[src/usv_pkg.sv]
// usv_pkg: byte classes, queue word layout and code point limits shared by
// the UTF-8 source validator modules. No dependencies.
`timescale 1ns / 1ps
`default_nettype none

package usv_pkg;

    typedef enum logic [3:0] {
        CL_NUL,
        CL_LF,
        CL_CR,
        CL_ASCII,
        CL_CONT,
        CL_LEAD2,
        CL_LEAD3,
        CL_LEAD4,
        CL_BAD
    } byte_class_t;

    // One classified word as it travels from the front end to the engine
    typedef struct packed {
        byte_class_t cls;
        logic [7:0]  data;
        logic        last;
    } q_entry_t;

    localparam logic [1:0] KIND_NONE = 2'd0;
    localparam logic [1:0] KIND_NUL  = 2'd1;
    localparam logic [1:0] KIND_BAD  = 2'd2;

    localparam logic [2:0] SEQ_LEN2 = 3'd2;
    localparam logic [2:0] SEQ_LEN3 = 3'd3;
    localparam logic [2:0] SEQ_LEN4 = 3'd4;

    localparam logic [20:0] CP_MIN2 = 21'h000080;
    localparam logic [20:0] CP_MIN3 = 21'h000800;
    localparam logic [20:0] CP_MIN4 = 21'h010000;
    localparam logic [20:0] CP_MAX  = 21'h10FFFF;
    localparam logic [20:0] SURR_LO = 21'h00D800;
    localparam logic [20:0] SURR_HI = 21'h00DFFF;

    localparam int unsigned QUEUE_DEPTH = 2;

endpackage

`default_nettype wire

[src/utf8_source_validator.sv]
// utf8_source_validator: top level; classifier front end, word queue and
// decode engine. Depends on usv_pkg, usv_classify, usv_queue, usv_engine.
//
//  channel  | direction | tdata                                  | tlast
//  s_axis   | in        | [7:0] text_byte                        | final_byte
//  m_axis   | out       | failed, fault_kind, fault_line, column | -
//
// One byte per clock unless a final byte waits; a byte is queued before the engine
// sees it, and a final byte's verdict is visible the cycle after the engine takes it.
// The two-entry queue lets the front accept while the engine waits on m_axis_tready.
// Only a final byte waits for the output register; other bytes pass a stalled verdict.
// Reset is synchronous on aresetn low and returns line and column to 1.
`timescale 1ns / 1ps
`default_nettype none

module utf8_source_validator #(
    parameter int POSITION_BITS = 24
) (
    input  wire logic                              aclk,
    input  wire logic                              aresetn,
    input  wire logic                              s_axis_tvalid,
    output logic                                   s_axis_tready,
    input  wire logic [7:0]                        s_axis_tdata,  // [7:0] text_byte
    input  wire logic                              s_axis_tlast,  // final_byte
    output logic                                   m_axis_tvalid,
    input  wire logic                              m_axis_tready,
    // failed, fault_kind[1:0], fault_line, fault_column, zero pad
    output logic [((2*POSITION_BITS+3+7)/8)*8-1:0] m_axis_tdata
);
    import usv_pkg::*;

    localparam int OUT_W = ((2*POSITION_BITS + 3 + 7) / 8) * 8;

    q_entry_t                 front_item, back_item;
    logic                     back_valid, back_ready;
    logic                     res_failed;
    logic [1:0]               res_kind;
    logic [POSITION_BITS-1:0] res_line, res_col;

    usv_classify u_classify (
        .text_byte  (s_axis_tdata),
        .final_byte (s_axis_tlast),
        .entry      (front_item)
    );

    usv_queue u_queue (
        .aclk     (aclk),
        .aresetn  (aresetn),
        .wr_valid (s_axis_tvalid),
        .wr_ready (s_axis_tready),
        .wr_item  (front_item),
        .rd_valid (back_valid),
        .rd_ready (back_ready),
        .rd_item  (back_item)
    );

    usv_engine #(
        .POSITION_BITS (POSITION_BITS)
    ) u_engine (
        .aclk       (aclk),
        .aresetn    (aresetn),
        .in_valid   (back_valid),
        .in_ready   (back_ready),
        .in_item    (back_item),
        .out_valid  (m_axis_tvalid),
        .out_ready  (m_axis_tready),
        .out_failed (res_failed),
        .out_kind   (res_kind),
        .out_line   (res_line),
        .out_column (res_col)
    );

    assign m_axis_tdata = OUT_W'({res_col, res_line, res_kind, res_failed});

endmodule

`default_nettype wire

[src/usv_classify.sv]
// usv_classify: front end; sorts each incoming byte into its UTF-8 class.
// Depends on usv_pkg.
`timescale 1ns / 1ps
`default_nettype none

module usv_classify (
    input  wire logic [7:0]        text_byte,
    input  wire logic              final_byte,
    output usv_pkg::q_entry_t      entry
);
    import usv_pkg::*;

    byte_class_t cls;

    always_comb begin
        case (text_byte) inside
            8'h00:          cls = CL_NUL;
            8'h0A:          cls = CL_LF;
            8'h0D:          cls = CL_CR;
            [8'h01:8'h7F]:  cls = CL_ASCII;
            [8'h80:8'hBF]:  cls = CL_CONT;
            [8'hC0:8'hDF]:  cls = CL_LEAD2;
            [8'hE0:8'hEF]:  cls = CL_LEAD3;
            [8'hF0:8'hF4]:  cls = CL_LEAD4;
            default:        cls = CL_BAD;
        endcase
    end

    assign entry.cls  = cls;
    assign entry.data = text_byte;
    assign entry.last = final_byte;

endmodule

`default_nettype wire

[src/usv_queue.sv]
// usv_queue: short queue of classified words between front end and engine.
// Depends on usv_pkg.
`timescale 1ns / 1ps
`default_nettype none

module usv_queue (
    input  wire logic              aclk,
    input  wire logic              aresetn,
    input  wire logic              wr_valid,
    output logic                   wr_ready,
    input  wire usv_pkg::q_entry_t wr_item,
    output logic                   rd_valid,
    input  wire logic              rd_ready,
    output usv_pkg::q_entry_t      rd_item
);
    import usv_pkg::*;

    localparam int PTR_W = $clog2(QUEUE_DEPTH);
    localparam int CNT_W = $clog2(QUEUE_DEPTH + 1);
    localparam logic [CNT_W-1:0] FULL_CNT = CNT_W'(QUEUE_DEPTH);

    q_entry_t           slot_reg [QUEUE_DEPTH];
    logic [PTR_W-1:0]   wr_ptr_reg, wr_ptr_next;
    logic [PTR_W-1:0]   rd_ptr_reg, rd_ptr_next;
    logic [CNT_W-1:0]   count_reg, count_next;
    logic               push, pop;

    assign wr_ready = (count_reg != FULL_CNT);
    assign rd_valid = (count_reg != '0);
    assign rd_item  = slot_reg[rd_ptr_reg];
    assign push     = wr_valid && wr_ready;
    assign pop      = rd_valid && rd_ready;

    always_comb begin
        wr_ptr_next = wr_ptr_reg;
        rd_ptr_next = rd_ptr_reg;
        count_next  = count_reg;
        if (push) begin
            wr_ptr_next = (wr_ptr_reg == PTR_W'(QUEUE_DEPTH - 1)) ? '0 : wr_ptr_reg + 1'b1;
        end
        if (pop) begin
            rd_ptr_next = (rd_ptr_reg == PTR_W'(QUEUE_DEPTH - 1)) ? '0 : rd_ptr_reg + 1'b1;
        end
        case ({push, pop})
            2'b10:   count_next = count_reg + 1'b1;
            2'b01:   count_next = count_reg - 1'b1;
            default: count_next = count_reg;
        endcase
    end

    always_ff @(posedge aclk) begin
        if (!aresetn) begin
            wr_ptr_reg <= '0;
            rd_ptr_reg <= '0;
            count_reg  <= '0;
        end else begin
            wr_ptr_reg <= wr_ptr_next;
            rd_ptr_reg <= rd_ptr_next;
            count_reg  <= count_next;
        end
    end

    always_ff @(posedge aclk) begin
        if (push) begin
            slot_reg[wr_ptr_reg] <= wr_item;
        end
    end

endmodule

`default_nettype wire

[src/usv_engine.sv]
// usv_engine: back end; decodes sequences, tracks line and column, latches
// the first fault and holds the verdict in an output register. Depends on usv_pkg.
`timescale 1ns / 1ps
`default_nettype none

module usv_engine #(
    parameter int POSITION_BITS = 24
) (
    input  wire logic                      aclk,
    input  wire logic                      aresetn,
    input  wire logic                      in_valid,
    output logic                           in_ready,
    input  wire usv_pkg::q_entry_t         in_item,
    output logic                           out_valid,
    input  wire logic                      out_ready,
    output logic                           out_failed,
    output logic [1:0]                     out_kind,
    output logic [POSITION_BITS-1:0]       out_line,
    output logic [POSITION_BITS-1:0]       out_column
);
    import usv_pkg::*;

    localparam logic [POSITION_BITS-1:0] POS_ONE = POSITION_BITS'(1);

    function automatic logic [POSITION_BITS-1:0] sat_inc(input logic [POSITION_BITS-1:0] v);
        return (&v) ? v : v + POS_ONE;
    endfunction

    logic [1:0]               owed_reg, owed_next;
    logic [20:0]              code_reg, code_next;
    logic [2:0]               len_reg, len_next;
    logic                     cr_reg, cr_next;
    logic [POSITION_BITS-1:0] line_reg, line_next;
    logic [POSITION_BITS-1:0] col_reg, col_next;
    logic                     seen_reg, seen_next;
    logic [1:0]               kind_reg, kind_next;
    logic [POSITION_BITS-1:0] fline_reg, fline_next;
    logic [POSITION_BITS-1:0] fcol_reg, fcol_next;
    logic                     out_valid_reg, out_valid_next;
    logic                     res_failed;
    logic [1:0]               res_kind;
    logic [POSITION_BITS-1:0] res_line, res_col;

    logic                     pop, emit, bad, after_cr;
    logic [20:0]              code_acc;
    logic [POSITION_BITS-1:0] col_base;

    assign pop      = in_valid && in_ready;
    assign in_ready = !in_item.last || !out_valid_reg || out_ready;
    assign emit     = pop && in_item.last;

    always_comb begin
        owed_next  = owed_reg;
        code_next  = code_reg;
        len_next   = len_reg;
        cr_next    = cr_reg;
        line_next  = line_reg;
        col_next   = col_reg;
        seen_next  = seen_reg;
        kind_next  = kind_reg;
        fline_next = fline_reg;
        fcol_next  = fcol_reg;
        code_acc   = {code_reg[14:0], in_item.data[5:0]};
        col_base   = cr_reg ? sat_inc(col_reg) : col_reg;
        bad        = 1'b0;
        after_cr   = 1'b0;

        if (pop && !seen_reg) begin
            if (owed_reg != 2'd0) begin
                if (in_item.cls != CL_CONT) begin
                    seen_next  = 1'b1;
                    kind_next  = KIND_BAD;
                    fline_next = line_reg;
                    fcol_next  = col_reg;
                end else begin
                    code_next = code_acc;
                    owed_next = owed_reg - 2'd1;
                    if (owed_reg == 2'd1) begin
                        case (len_reg)
                            SEQ_LEN2: bad = (code_acc < CP_MIN2);
                            SEQ_LEN3: bad = (code_acc < CP_MIN3) ||
                                            (code_acc >= SURR_LO && code_acc <= SURR_HI);
                            default:  bad = (code_acc < CP_MIN4) || (code_acc > CP_MAX);
                        endcase
                        if (bad) begin
                            seen_next  = 1'b1;
                            kind_next  = KIND_BAD;
                            fline_next = line_reg;
                            fcol_next  = col_reg;
                        end else begin
                            code_next = '0;
                            len_next  = '0;
                            col_next  = sat_inc(col_reg);
                        end
                    end
                end
            end else begin
                // CR waits one word to see whether LF follows
                if (cr_reg) begin
                    cr_next = 1'b0;
                    if (in_item.cls == CL_LF) begin
                        after_cr  = 1'b1;
                        line_next = sat_inc(line_reg);
                        col_next  = POS_ONE;
                    end
                end
                if (!after_cr) begin
                    col_next = col_base;
                    case (in_item.cls)
                        CL_NUL: begin
                            seen_next  = 1'b1;
                            kind_next  = KIND_NUL;
                            fline_next = line_reg;
                            fcol_next  = col_base;
                        end
                        CL_CR: begin
                            cr_next = 1'b1;
                        end
                        CL_LF: begin
                            line_next = sat_inc(line_reg);
                            col_next  = POS_ONE;
                        end
                        CL_ASCII: begin
                            col_next = sat_inc(col_base);
                        end
                        CL_LEAD2: begin
                            owed_next = 2'd1;
                            len_next  = SEQ_LEN2;
                            code_next = {16'd0, in_item.data[4:0]};
                        end
                        CL_LEAD3: begin
                            owed_next = 2'd2;
                            len_next  = SEQ_LEN3;
                            code_next = {17'd0, in_item.data[3:0]};
                        end
                        CL_LEAD4: begin
                            owed_next = 2'd3;
                            len_next  = SEQ_LEN4;
                            code_next = {18'd0, in_item.data[2:0]};
                        end
                        default: begin
                            seen_next  = 1'b1;
                            kind_next  = KIND_BAD;
                            fline_next = line_reg;
                            fcol_next  = col_base;
                        end
                    endcase
                end
            end
        end

        // Verdict: a sequence still open at the last word is a fault at its lead byte
        if (!seen_next && owed_next != 2'd0) begin
            res_failed = 1'b1;
            res_kind   = KIND_BAD;
            res_line   = line_next;
            res_col    = col_next;
        end else begin
            res_failed = seen_next;
            res_kind   = kind_next;
            res_line   = fline_next;
            res_col    = fcol_next;
        end

        if (emit) begin
            owed_next  = '0;
            code_next  = '0;
            len_next   = '0;
            cr_next    = 1'b0;
            line_next  = POS_ONE;
            col_next   = POS_ONE;
            seen_next  = 1'b0;
            kind_next  = KIND_NONE;
            fline_next = '0;
            fcol_next  = '0;
        end

        out_valid_next = out_valid_reg;
        if (out_valid_reg && out_ready) begin
            out_valid_next = 1'b0;
        end
        if (emit) begin
            out_valid_next = 1'b1;
        end
    end

    always_ff @(posedge aclk) begin
        if (!aresetn) begin
            owed_reg      <= '0;
            code_reg      <= '0;
            len_reg       <= '0;
            cr_reg        <= 1'b0;
            line_reg      <= POS_ONE;
            col_reg       <= POS_ONE;
            seen_reg      <= 1'b0;
            kind_reg      <= KIND_NONE;
            fline_reg     <= '0;
            fcol_reg      <= '0;
            out_valid_reg <= 1'b0;
        end else begin
            owed_reg      <= owed_next;
            code_reg      <= code_next;
            len_reg       <= len_next;
            cr_reg        <= cr_next;
            line_reg      <= line_next;
            col_reg       <= col_next;
            seen_reg      <= seen_next;
            kind_reg      <= kind_next;
            fline_reg     <= fline_next;
            fcol_reg      <= fcol_next;
            out_valid_reg <= out_valid_next;
        end
    end

    always_ff @(posedge aclk) begin
        if (emit) begin
            out_failed <= res_failed;
            out_kind   <= res_kind;
            out_line   <= res_line;
            out_column <= res_col;
        end
    end

    assign out_valid = out_valid_reg;

endmodule

`default_nettype wire

[config.mk]
export PLATFORM = sky130hd
export DESIGN_NAME = utf8_source_validator
export DESIGN_NICKNAME = d
export VERILOG_FILES = /design/src/usv_pkg.sv /design/src/utf8_source_validator.sv /design/src/usv_classify.sv /design/src/usv_queue.sv /design/src/usv_engine.sv
export SDC_FILE = /design/constraint.sdc
export NUM_CORES = 1
export LEC_CHECK = 0
export BUFFER_PORTS_ARGS = -buffer_cell sky130_fd_sc_hd__buf_4
export CAP_MARGIN = 10
export CORE_ASPECT_RATIO = 0.75
export CORE_MARGIN = 4
export CORE_UTILIZATION = 40
export CTS_CLUSTER_SIZE = 14
export DETAILED_ROUTE_END_ITERATION = 10
export GPL_TIMING_DRIVEN = 1
export PLACE_DENSITY = 0.68
export SKIP_LAST_GASP = 1
export SLEW_MARGIN = 5
export SYNTH_ARGS = -nofsm -noshare
export SYNTH_HDL_FRONTEND = slang
export SYNTH_SLANG_ARGS = --single-unit
[constraint.sdc]
create_clock -name aclk -period 10.35 [get_ports aclk]
set_clock_uncertainty 0.1 [all_clocks]
set_input_delay 0.5175 -clock aclk [delete_from_list [all_inputs] [get_ports aclk]]
set_output_delay 0.5175 -clock aclk [all_outputs]
set_load 0.05 [all_outputs]
# After elaboration in Yosys (flattened, before gate mapping)
# Memories as Yosys holds them, arrays and structs flattened. A register that Yosys moved wholly into a read port is not among the register bits.
# Index checks and enable logic that the tools add are counted.
[totals]
in_bits = 13
out_inout_bits = 58
memories = 1
wordCells = 194
ff_bits = 176
ram_bits = 26
[op_classes]
add_sub_neg = 8
n_reduce_logical = 36
eq_ne = 19
n_lt_le_gt_ge = 16
n_bitwise = 2
mux = 94
[mem_list]
columns = ["memory", "depth", "word_bits", "rd", "rd_clocked_by_memory_dff", "write_ports", "line_no", "source"]
rows = [
  ["u_queue.slot_reg", 2, 13, 1, 1, 1, "usv_queue.sv:22", "q_entry_t slot_reg [QUEUE_DEPTH];"],
]
[ops]
columns = ["cell", "n"]
rows = [
  ["$mux 24", 34],
  ["$mux 15", 5],
  ["$add 24x1->24 const B", 3],
  ["$reduce_and 24->1", 3],
  ["$pmux 24 s2", 1],
  ["$pmux 15 s3", 1],
  ["$ge 8x8->1 const B", 4],
  ["$le 8x8->1 const B", 4],
  ["$mux 4", 8],
  ["$mux 1", 25],
  ["$ge 21x16->1 const B", 1],
  ["$gt 21x21->1 const B", 1],
  ["$le 21x16->1 const B", 1],
  ["$lt 21x12->1 const B", 1],
  ["$lt 21x17->1 const B", 1],
  ["$lt 21x8->1 const B", 1],
  ["$mux 2", 10],
  ["$eq 8x4->1 const B", 2],
  ["$mux 3", 5],
  ["$eq 4x3->1 const B", 3],
  ["$logic_and 1x1->1", 12],
  ["$reduce_bool 2->1", 5],
  ["$pmux 3 s3", 1],
  ["$eq 4x2->1 const B", 2],
  ["26 further kinds", 41],
]

# Logic depth before layout (Yosys ltp)
[logic_depth]
ltp_word = 16
depth_mapped = 16
ltp_nobuf = 14

# By module
# A second synthesis with hierarchy kept.
[unflattened]
cells_unflattened = 1365
area_unflattened_um2 = 11772.5
[by_module_without_submodules]
columns = ["mod", "area_per_inst_um2", "cells_per_inst", "seq_area_each_um2", "instances"]
rows = [
  ["usv_engine", 10356.2, 1265, 3953.8, 1],
  ["usv_queue", 1167.4, 64, 880.8, 1],
  ["usv_classify", 200.2, 29, 0.0, 1],
  ["utf8_source_validator", 48.8, 7, 0.0, 1],
]

# Worst setup path before layout
# Ideal clock, no wire load.
[synth_path]
path_type = "reg2reg"
startpoint = "register u_engine.col_reg[1]"
endpoint = "register u_engine.out_column[12], data pin"
synth_period_minus_slack_ns = 4.043
path_slack_ns = 6.307
stages_incl_launch_ff = 16
required_time_ns = 9.980
setup_time_ns = 0.270
arrival_time_ns = 3.674
path_buffers = 2
cell_sequence = "dfxtp_1 ha_1 clkbuf_1 and3_1 nand2_1 o21ai_1 xnor2_1 ha_1 nand2_1 a21oi_1 nand4b_1 or4b_4 buf_6 a41o_1 a31oi_1 o21ai_1"
[synth_via]
elab_chain_cells = 10
word_cells_on_any_way = 19
cone_classes = "add/sub: 2; mux: 15; reduce/logical: 2"
[synth_lines]
columns = ["element", "line_no", "source"]
rows = [
  ["start, declared", "usv_engine.sv:34", "logic [POSITION_BITS-1:0] col_reg, col_next;"],
  ["start signal, assigned", "usv_engine.sv:206", "col_reg <= col_next;"],
  ["$add 24x1->24 / $reduce_and 24->1 (equally long branches)", "usv_engine.sv:26", "return (&v) ? v : v + POS_ONE;"],
  ["$mux 24", "usv_engine.sv:26", ""],
  ["$mux 24", "usv_engine.sv:64", "col_base = cr_reg ? sat_inc(col_reg) : col_reg;"],
  ["$add 24x1->24 / $reduce_and 24->1 (equally long branches)", "usv_engine.sv:26", ""],
  ["$mux 24", "usv_engine.sv:26", ""],
  ["$pmux 24 s2", "usv_engine.sv:109", "case (in_item.cls)"],
  ["$mux 24", "usv_engine.sv:107", "if (!after_cr) begin"],
  ["$mux 24", "usv_engine.sv:69", "if (owed_reg != 2'd0) begin"],
  ["$mux 24", "usv_engine.sv:68", "if (pop && !seen_reg) begin"],
  ["$mux 24 *", "usv_engine.sv:153", "if (!seen_next && owed_next != 2'd0) begin"],
  ["net u_engine.res_col[12]", "usv_engine.sv:42", "logic [POSITION_BITS-1:0] res_line, res_col;"],
  ["end signal, assigned", "usv_engine.sv:220", "out_column <= res_col;"],
  ["end, declared", "usv_engine.sv:19", "output logic [POSITION_BITS-1:0] out_column"],
]
# Mark *: on every way through the listed nets, which the timed path passes. The rest lies on a longest branch.
# A chain may end at the register's enable or synchronous reset.

# Worst setup path in the final report
[layout_path]
startpoint = "register u_engine.col_reg[17]"
endpoint = "register u_engine.out_column[1], data pin"
[layout_via]
elab_chain_cells = 10
word_cells_on_any_way = 19
cone_classes = "add/sub: 2; mux: 15; reduce/logical: 2"
[layout_lines]
columns = ["element", "line_no"]
rows = [
  ["$reduce_and 24->1 / $add 24x1->24 (equally long branches)", "usv_engine.sv:26"],
  ["$mux 24", "usv_engine.sv:26"],
  ["$mux 24", "usv_engine.sv:64"],
  ["$add 24x1->24 / $reduce_and 24->1 (equally long branches)", "usv_engine.sv:26"],
  ["$mux 24", "usv_engine.sv:26"],
  ["$pmux 24 s2", "usv_engine.sv:109"],
  ["$mux 24", "usv_engine.sv:107"],
  ["$mux 24", "usv_engine.sv:69"],
  ["$mux 24", "usv_engine.sv:68"],
  ["$mux 24 *", "usv_engine.sv:153"],
  ["net u_engine.res_col[1]", "usv_engine.sv:42"],
]
# Marks and branches as above.

==> reports/metrics.cfg <==
[sta]
tightest_slew_ps=1016
period_minus_slack_ps=5125
timing.fmax_mhz=195.1
rsz0062_at_grt=no
hold_viol_final=0
slew_viol_final=0
setup_tns_ps=0
period_share_pct=49.52
setup_viol=0
relSlewSlack_pct=31.38

[clock_network]
cts_hold_buf=0
clkTransAtPathRegs_ps=80
post-cts-setup-buffers=0
cts.sink_count=199
clk_latency_ps=450
tritoncts=built
cts_buffers=17
clockBufferDepth=2
root_buffer=clkbuf_16
h-tree-depth=4
cts_resized=0

[synthesis]
ys_seq_area_share_pct=41.13
synth-edff-count=73
syn_avg_cell_area_um2=8.367
syn_area_mm2=0.01146
synth-seq-cells=199
synth.top_cell.area_share_pct=22.01
synthFlopType=dfxtp_1
synth_cells=1370
async_reset_ff_share_pct=0
yosysWarnings=0
yosysTopAreaCell=dfxtp_1
synth.distinct_cells=88
synth_area_leaders=dfxtp_1 (22%), edfxtp_1 (19%), nor2_1 (5.3%)

[global_route]
grtUsageTotal_pct=20.13
grt_pass1_vias=9460
grt_pass1_wl_um=51780
grt_max_degree=85
antenna_found_initial=0
grt_overflow=0

[critical_path]
critPathCaptureType=flip-flop
crit_chain=nand4_2 > or4_1 > o21ai_1 > xnor2_1 > ha_1 > nand2_1 > a21oi_1 > nand4b_1 > nor4b_2 > mux2_2 > a41oi_1 > mux2i_1
reg2regPathDepth=12
r2r-end=u_engine.out_column[1]$_DFFE_PP_
crit_path_max_fanout=15
cpMaxStageDelayCell=or4_1
cp_top_family=simple AND/OR/NAND/NOR gates
crit-reg2reg-launch=u_engine.col_reg[17]$_SDFF_PP0_
start_kind=flip-flop
ff2ff_setup_slack_ps=5220
crit_type=flip-flop to flip-flop
worstPathArrival_ps=5210
worst-path-buf-inv=0
crit_path_max_incr_delay_ps=730
required_ps=10430

[floorplanning]
ios=71
core_area_mm2=0.02812
die_h_um=154.6
dieArea_mm2=0.03146
rows=53
fp.dieW_um=203.5
initial_core_util_pct=40.77

[cells_and_area]
fill_cells=2760
layoutNonFillerInstCount=1755
syn_to_final_growth_pct=10.85
final_common_cell=nor2_1
n_antenna_cell=0
fin_nets=1376
drive_above_1_share_pct=11.24
final_cell_mix=nor2_1 (161), nand2_1 (157), dfxtp_1 (126)

[min_path]
worst_hold_path.endpoint=u_queue.slot_reg[0][0]$_DFFE_PP_
min_delay_path_depth=1
hold_path_class=input port to flip-flop
hp-start=s_axis_tlast

[power]
power_density_mw_per_mm2=275.6
irDropWorstVdd_v=0.0001858
leakage_nw=4.431

[route]
drtIter0Drc=1142
ant_nets=0
avgRoutedWirePerCell_um=18.62
dr.pass1.iters=6
wirelength_um=32680
drc=0
vias=10580
via_per_inst=6.026

[placed_design]
place_inst=1723
io_buffers=65
dp_hpwl_um=21410
place_congestion=0.9977

[job]
cap_violations=0

[run_status]
outcome=completed

[report_power, final]
group	total (mW)	switching, mW	internal, mW
sequential	1.13	0.0960	1.03
combinational	1.67	1.16	0.506
clock	0.704	0.325	0.379
total	3.50	1.59	1.92
[worst max path at each step]
stage                                          startpoint                                end  slack, ps  cells past startpoint
after floorplan            u_engine.col_reg[1]$_SDFF_PP0_  u_engine.out_column[12]$_DFFE_PP_       6310                     15
after global placement                          flip-flop   u_engine.out_column[8]$_DFFE_PP_       5510                     11
after detailed placement  u_engine.col_reg[17]$_SDFF_PP0_   u_engine.out_column[1]$_DFFE_PP_       5370                     12
after CTS                 u_engine.owed_reg[0]$_SDFF_PP0_    u_engine.out_line[23]$_DFFE_PP_       5360                     11
after global routing      u_engine.owed_reg[0]$_SDFF_PP0_    u_engine.out_line[23]$_DFFE_PP_       4920                     11
final                     u_engine.col_reg[17]$_SDFF_PP0_   u_engine.out_column[1]$_DFFE_PP_       5220                     12
[Yosys cell counts, types with 7 or more instances]
cell type and n:
nor4_1 14, a21oi_1 107, dfxtp_1 126, nor2_1 161, mux2_2 8, xor2_1 22
and3_1 24, and4_1 10, a21o_1 7, xnor2_1 25, o21ai_0 81, o31ai_1 8
nand2_1 157, nand3_1 49, and2_1 23, clkbuf_1 77, nand4_1 32, buf_1 12
buf_2 14, or3_1 10, buf_4 10, a31oi_1 22, inv_1 25, o221ai_1 23
or4_1 12, o22ai_1 24, a211o_1 10, edfxtp_1 73, mux2i_1 37, a211oi_1 13
nor3_1 25, o211ai_1 7
[metrics by stage]
stage	utilization [%]	setup WS, ps	hold slack (ps)	cell area (um2)	power [mW]
2_1_floorplan	-	6307	331.6	11480	2.322
3_3_place_gp	43.00	5511	338.3	12090	2.775
3_5_place_dp	43.00	5369	343.2	12090	2.795
6_report	45.19	5225	153.9	12710	3.502
5_1_grt	45.19	4918	144.4	12710	3.705
4_1_cts	45.19	5360	144.2	12710	3.506
[area by class of cell]
type	instances	area (um2)	share of cell area, %
inverter	25	93.84	0.7386
timing repair buffer	78	585.6	4.609
sequential	199	4715	37.10
clock inverter	13	160.2	1.260
tap	385	481.7	3.791
multi-input combinational	1036	6216	48.92
clock buffer	19	454.2	3.575
[per-layer routing]
metal | GRT usage (%) | vias to the layer above | part of all wire, %
li1 | - | 5019 | -
met1 | 31.03 | 5061 | 47
met2 | 28.83 | 465 | 43
met3 | 4.297 | 31 | 8.6
met4 | 4.334 | 0 | 1.3
met5 | 0 | - | 0
[kinds of logic after synthesis]
logic type	synth area share, %
simple gates	24.26
compound gates	21.22
flops	41.13
buf+inv	5.098
xor+xnor	3.591
mux	4.017
fa+ha+maj	0.6549
other cells	0.03272
Power figures use the tool's default switching activity.
